<file path="src/sv/pbrt_pkg.sv">
// Shared codes and helpers for the piece block reservation tracker.
package pbrt_pkg;

    // Operation codes carried in the kind field of an input item
    typedef enum logic [2:0] {
        KIND_RESERVE = 3'd0,
        KIND_CANCEL  = 3'd1,
        KIND_STORE   = 3'd2,
        KIND_FLUSH   = 3'd3,
        KIND_RESTART = 3'd4
    } kind_t;

    // Result status codes
    typedef enum logic [2:0] {
        STAT_OK        = 3'd0,
        STAT_REFUSED   = 3'd1,
        STAT_RANGE     = 3'd2,
        STAT_WRONG_LEN = 3'd3,
        STAT_FULL      = 3'd4
    } status_t;

    // Piece length after reset
    localparam logic [24:0] PIECE_LEN_RESET = 25'd16384;

    // Clamp a raw piece length to [1, cap]
    function automatic logic [24:0] eff_length(input logic [24:0] len, input logic [32:0] cap);
        logic [24:0] res;
        if (len == 25'd0) begin
            res = 25'd1;
        end else if ({8'd0, len} > cap) begin
            res = cap[24:0];
        end else begin
            res = len;
        end
        return res;
    endfunction

endpackage

</file>
<file path="src/sv/pbrt_geom.sv">
// Clearing sweep that also counts the blocks of the piece and sizes the last one.
module pbrt_geom
    import pbrt_pkg::*;
#(
    parameter int BLOCK_BYTES = 16384,
    parameter int MAX_BLOCKS  = 1024
) (
    input  logic                                         clk,
    input  logic                                         rst_n,
    input  logic                                         start,
    input  logic [24:0]                                  len_eff,
    output logic                                         sweep_active,
    output logic [((MAX_BLOCKS > 1) ? $clog2(MAX_BLOCKS) : 1)-1:0] sweep_addr,
    output logic [$clog2(MAX_BLOCKS+1)-1:0]              parts,
    output logic [$clog2(BLOCK_BYTES+1)-1:0]             last_len
);

    localparam int AW = (MAX_BLOCKS > 1) ? $clog2(MAX_BLOCKS) : 1;
    localparam int CW = $clog2(MAX_BLOCKS+1);
    localparam int LW = $clog2(BLOCK_BYTES+1);
    localparam logic [32:0] CAP = 33'(MAX_BLOCKS) * 33'(BLOCK_BYTES);
    localparam logic [CW-1:0] LAST_STEP = CW'(MAX_BLOCKS - 1);
    localparam logic [24:0] BLK = 25'(BLOCK_BYTES);

    logic          active_reg;
    logic [CW-1:0] step_reg;
    logic [24:0]   rem_reg;
    logic [CW-1:0] parts_reg;
    logic [LW-1:0] last_reg;
    logic          fits;

    // Remaining bytes fit in one block
    assign fits = ({1'b0, rem_reg} <= {1'b0, BLK});

    // Step through every entry; peel one block off the remaining length per step
    always_ff @(posedge clk or negedge rst_n)
    begin
        if (!rst_n)
        begin
            active_reg <= 1'b1;
            step_reg   <= '0;
            rem_reg    <= eff_length(PIECE_LEN_RESET, CAP);
            parts_reg  <= '0;
            last_reg   <= '0;
        end
        else if (start)
        begin
            active_reg <= 1'b1;
            step_reg   <= '0;
            rem_reg    <= len_eff;
            parts_reg  <= '0;
        end
        else if (active_reg)
        begin
            step_reg <= step_reg + 1'b1;
            if (step_reg == LAST_STEP)
            begin
                active_reg <= 1'b0;
            end
            if (rem_reg != 25'd0)
            begin
                parts_reg <= parts_reg + 1'b1;
                if (fits)
                begin
                    last_reg <= rem_reg[LW-1:0];
                    rem_reg  <= 25'd0;
                end
                else
                begin
                    rem_reg <= rem_reg - BLK;
                end
            end
        end
    end

    assign sweep_active = active_reg;
    assign sweep_addr   = step_reg[AW-1:0];
    assign parts        = parts_reg;
    assign last_len     = last_reg;

endmodule

</file>
<file path="config.mk">
export PLATFORM = sky130hd
export DESIGN_NAME = pbrt_geom
export DESIGN_NICKNAME = d
export VERILOG_FILES = /design/src/sv/pbrt_pkg.sv /design/src/sv/pbrt_geom.sv
export SDC_FILE = /design/constraint.sdc
export NUM_CORES = 1
export LEC_CHECK = 0
export ABC_AREA = 1
export ABC_CLOCK_PERIOD_IN_PS = 2440
export BUFFER_PORTS_ARGS = -buffer_cell sky130_fd_sc_hd__buf_2
export CAP_MARGIN = 25
export CORE_MARGIN = 4
export CORE_UTILIZATION = 55
export CTS_CLUSTER_SIZE = 30
export DETAILED_ROUTE_END_ITERATION = 7
export PLACE_DENSITY = 0.79
export RECOVER_POWER = 100
export SLEW_MARGIN = 20
export SYNTH_ARGS = -nofsm -noshare
export SYNTH_HDL_FRONTEND = slang
export SYNTH_SLANG_ARGS = --single-unit
</file>
<file path="constraint.sdc">
create_clock -name clk -period 2.44 [get_ports clk]
set_clock_uncertainty 0.2 [all_clocks]
set_input_delay 0.244 -clock clk [delete_from_list [all_inputs] [get_ports clk]]
set_output_delay 0.244 -clock clk [all_outputs]
set_load 0.02 [all_outputs]
</file>
======== Yosys cells after proc, flatten, opt, wreduce, memory -nomap -nowiden ========
Cells that the tools add are included.
word-level totals
  memories kept ........................... 0
  flip-flop bits (word level) ............. 63
  word-level logic and storage cells ...... 28
  memory bits (writable) .................. 0
  output and inout port bits .............. 37
  memory bits (read-only) ................. 0
  latch bits .............................. 0
  input port bits ......................... 28
cells by class
  add/sub/neg operators ................... 3
  shift-type cells ........................ 0
  equal/unequal tests ..................... 1
  bitwise operators ....................... 1
  multiply operators ...................... 0
  reductions and logical operators ........ 5
  $lt $le $gt $ge ......................... 1
  multiplexer cells ....................... 12
  div/mod/pow operators ................... 0
operators by type and width
  cell                                                    number
  2-to-1 mux 25 bit                                       4
  2-to-1 mux 11 bit                                       5
  <= comparator 25 x 15 -> 1 bit (second input constant)  1
  nonzero test 25 bit                                     1
  subtractor 25 x 15 -> 25 bit (second input constant)    1
  adder 11 x 1 -> 11 bit (second input constant)          2
  == test 11 x 10 -> 1 bit (second input constant)        1
  AND reduction 4 bit                                     1
  nonzero test 2 bit                                      2
  2-to-1 mux 1 bit                                        3
  AND reduction 2 bit                                     1
  inverter 1 bit                                          1

======== Logic depth before layout (Yosys ltp) ========
  depth after elaboration ................. 5
  depth in mapped cells ................... 13
  mapped depth without buffers ............ 12

======== Least setup slack after synthesis ========
Ideal clock, no wire load.
  path type ............................... reg2reg
  from .................................... reg rem_reg[14]
  to ...................................... reg rem_reg[20]
  slack ................................... 0.532 ns
  cell stages (with the launch flop) ...... 12
  data required time ...................... 2.171 ns
  clock period less this slack ............ 1.908 ns
  arrival time ............................ 1.639 ns
  cell sequence ........................... dfstp_2 > inv_1 > ha_1 > inv_1 > nor3_1 > nand2_1 > nor2_2 > nand2_2 > nand2_1 > nor2_1 > nand2_1 > nand3_1
between the ends
  cells in the longest elaborated chain, start to end .. 5
RTL lines
  item                                                                                   RTL line                          RTL
  from (decl)                                                                            pbrt_geom.sv:27                   logic [24:0] rem_reg;
  from (signal assigned)                                                                 pbrt_geom.sv:42                   rem_reg <= eff_length(PIECE_LEN_RESET, CAP);
  from (signal assigned)                                                                 pbrt_geom.sv:50                   rem_reg <= len_eff;
  from (signal assigned)                                                                 pbrt_geom.sv:70                   rem_reg <= rem_reg - BLK;
  subtractor 25 x 15 -> 25 bit / <= comparator 25 x 15 -> 1 bit (equally long branches)  pbrt_geom.sv:70, pbrt_geom.sv:33
  2-to-1 mux 25 bit                                                                      pbrt_geom.sv:63                   if (fits)
  2-to-1 mux 25 bit                                                                      pbrt_geom.sv:60                   if (rem_reg != 25'd0)
  2-to-1 mux 25 bit                                                                      pbrt_geom.sv:53                   else if (active_reg)
  2-to-1 mux 25 bit                                                                      pbrt_geom.sv:46                   else if (start)
Several ways; a longest one is shown, not always the timed one. The select of a mux whose other input is x is not followed.
A chain may end at the register's enable or synchronous reset.

======== Worst setup path after layout ========
  from .................................... reg rem_reg[14]
  to ...................................... reg last_reg[0] (netlist: last_len[0])
between the ends
  cells in the longest elaborated chain, start to end .. 2
RTL lines
  item                                                                          RTL line                          RTL
  <= comparator 25 x 15 -> 1 bit / nonzero test 25 bit (equally long branches)  pbrt_geom.sv:33, pbrt_geom.sv:60
  AND reduction 4 bit (no source line) (*)                                      -
  to (signal assigned)                                                          pbrt_geom.sv:65                   last_reg <= rem_reg[LW-1:0];
  to (decl)                                                                     pbrt_geom.sv:29                   logic [LW-1:0] last_reg;
Mark *: on every way between the ends. The rest lies on a longest branch, timed or not.

==> results.sh <==
export IMPL_routed_via_density=5.05
export IMPL_rsz0062_at_grt="false"
export IMPL_finalNetCount=529
export IMPL_synth_area_per_cell_sq_um=8.14
export IMPL_fillers=517
export IMPL_antenna_found_initial=0
export IMPL_setup_violations=0
export IMPL_synth_mux_area_frac=0
export IMPL_fmax_mhz=460
export IMPL_grt_pass1_vias=2807
export IMPL_die_w_um=86.1
export IMPL_start_util=0.566
export IMPL_syn_area_sq_um=3350
export IMPL_syn_nets=445
export IMPL_hold_path_class="input pin to flop"
export IMPL_cp_end_kind="flop"
export IMPL_yosys_area_top_type="dfrtp_1"
export IMPL_firstDrtPassIters=5
export IMPL_synth_enable_flop_cells=0
export IMPL_synth_ff_type="dfrtp_1"
export IMPL_power_total_mw=2.56
export IMPL_cts_made_buffers=9
export IMPL_yosysMostFrequentCell="nand2_1"
export IMPL_grt_max_degree=40
export IMPL_synth_seq_cells=63
export IMPL_ys_top_cells_by_area="dfrtp_1 (46%), nand2_1 (15%), nand3_1 (4.2%)"
export IMPL_syn_to_final_growth_pct=20.4
export IMPL_worst_pin_slew_ns=1.47
export IMPL_insertion_delay_ns=0.35
export IMPL_drtIter0Drc=163
export IMPL_fin_cells=576
export IMPL_io_buffers=64
export IMPL_grt_pass1_wl_um=13000
export IMPL_cts_tree="built"
export IMPL_clock_path_buffers=2
export IMPL_ys_types=32
export IMPL_synthAdderAreaFrac=0.0187
export IMPL_htreeDepth=3
export IMPL_largest_reg_flops=25
export IMPL_root_buffer="clkbuf_8"
export IMPL_ioPinCount=65
export IMPL_wirelength_um=7560
export IMPL_syn_inst=412
export IMPL_drive_above_1_share=0.130
export IMPL_fp_coreArea_sq_um=5920
export IMPL_period_needed_ns=2.17
export IMPL_yosysWarnings=0
export IMPL_status="completed"
export IMPL_synth_common_cells="nand2_1 (133), dfrtp_1 (61), nor2_1 (37)"
export IMPL_slew_headroom=0.0201
export IMPL_num_rows=28
export IMPL_cellPowerDensity_nw_per_um2=635
export IMPL_synth_compound_area_frac=0.0687
export IMPL_dp_hpwl_um=5240
export IMPL_hold_violations=0
export IMPL_worstSetupStartpointType="flop"
export IMPL_finalCritPeriodShare=0.891
export IMPL_synth_top_family_by_area="simple AND/OR/NAND/NOR gates"
export IMPL_clkSinkCount=63
export IMPL_die_height_um=86.1
export IMPL_crit_path_max_fanout=24
export IMPL_synth_xor_area_frac=0.0444
export IMPL_maxCapViolations=0
export IMPL_place_congestion=0.829
export IMPL_tns_ns=0
export IMPL_final_antenna_net_count=0
export IMPL_cp_data_required_time_ns=2.47
export IMPL_worstSetupPathType="flop to flop"
export IMPL_async_flop_share=1.00
export IMPL_die_area_sq_um=7410
export IMPL_peakVddDrop_mv=0.395
export IMPL_overflow=0
export IMPL_slew_viol_final=0
export IMPL_clk_pin_slew_ns=0.07
export IMPL_synth_simple_area_share=0.315
export IMPL_seq_area_frac_synth=0.471
export IMPL_wl_per_cell_um=13.1
export IMPL_via_count=2911
export IMPL_critPathArrivalTime_ns=2.20
export IMPL_synth_top_cell_area_share=0.455
export IMPL_grt_use_total=0.226
export IMPL_p_leak_nw=1.99
export IMPL_placed_cells=534
export IMPL_diodes=0
export IMPL_remaining_drc_errors=0
## final timing paths
path                                     to        start  slack [ns]  cells after the start
worst max-delay path            last_len[0]  rem_reg[14]        0.27                     10
worst min-delay path             rem_reg[0]        start         0.1                      3
worst max register to register  last_len[0]  rem_reg[14]        0.27                     10
worst min register to register  last_len[7]  last_len[7]        0.28                      2
max in group asynchronous       rem_reg[14]        rst_n        0.54                      3
min in group asynchronous       rem_reg[21]        rst_n        0.59                      2
## worst max-delay path, cell delays in order, from the launching register on
cell and delay, ns:
dfstp_1 0.55, inv_1 0.12, ha_1 0.21, inv_1 0.05
nor3_1 0.04, nand2_1 0.08, nor2_2 0.06, a21oi_4 0.28
nand2_4 0.24, nand2_1 0.13, o21ai_0 0.08
## layout by cell type, fill, tap and decap left out
cell type | netlist | layout
o21ai_0 | 10 | 18
clkbuf_8 | 0 | 10
o31ai_1 | 2 | 2
bufinv_16 | 0 | 2
nor2_2 | 4 | 5
inv_1 | 32 | 33
and2_0 | 1 | 1
nor2_1 | 37 | 36
nand2_4 | 4 | 4
clkinvlp_4 | 0 | 1
xnor2_1 | 7 | 7
nand2_2 | 19 | 5
dlygate4sd3_1 | 0 | 26
ha_1 | 5 | 5
nand2_1 | 133 | 147
a21oi_1 | 7 | 7
buf_4 | 12 | 1
a21oi_4 | 1 | 1
xor2_1 | 10 | 10
clkinv_2 | 0 | 1
nor3_4 | 1 | 1
nand4_1 | 2 | 2
nor3b_1 | 1 | 1
clkbuf_1 | 1 | 39
clkbuf_4 | 0 | 1
buf_2 | 1 | 26
buf_12 | 1 | 1
a21o_1 | 1 | 1
clkinv_4 | 0 | 1
o21a_1 | 1 | 1
dfrtp_1 | 61 | 61
nand3_1 | 28 | 28
dfstp_1 | 0 | 2
nor3_1 | 9 | 9
o21ai_2 | 9 | 5
## power breakdown
group	internal, mW	switching, mW
Combinational	0.143	0.218
Clock	0.603	0.407
Sequential	1.12	0.0729
Total	1.87	0.698
## cell families after synthesis
| kind of cell | after synthesis |
|---|---|
| xor gates and xnor gates | 17 |
| DFF | 63 |
| adders and majority gates | 5 |
| buffers and inverters | 53 |
| and+or+nand+nor | 239 |
| AOI/OAI and AO/OA | 35 |
## through the flow
| step | instance area [sq um] | hold WS, ns | utilization | setup slack (ns) |
|---|---|---|---|---|
| finish | 4040 | 0.0965 | 0.682 | 0.265 |
| global route | 4040 | 0.107 | 0.682 | 0.0725 |
| CTS | 4130 | 0.0794 | 0.698 | 0.189 |
| detailed placement | 3650 | 0.0809 | 0.616 | 0.214 |
| global placement | 3650 | 0.0824 | 0.616 | 0.280 |
| floorplan | 3350 | -0.252 | - | 0.532 |
## repair_timing
item,4_1_cts,5_1_grt
gates resized for setup,0,1
buffers inserted,0,0
endpoints found under the setup margin,0,1
endpoints found under the hold margin,49,0
hold buffers,26,0
## final cells by class
class                      instances  area, sq um  share of cell area
clock buffer                      11          141              0.0350
timing repair buffer              93          568               0.141
inverter                          33          124              0.0307
tap                               75         93.8              0.0232
multi-input combinational        296         1450               0.359
sequential                        63         1580               0.391
clock inverter                     5         81.3              0.0201
## layer usage
metal,global-route usage,share of wire,vias to the layer above
li1,-,-,1450
met1,0.290,0.43,1384
met5,0,0,-
met3,0.0538,0.048,11
met4,0.0849,0.018,0
met2,0.371,0.50,66
No activity file was read; power rests on OpenSTA's default activity.
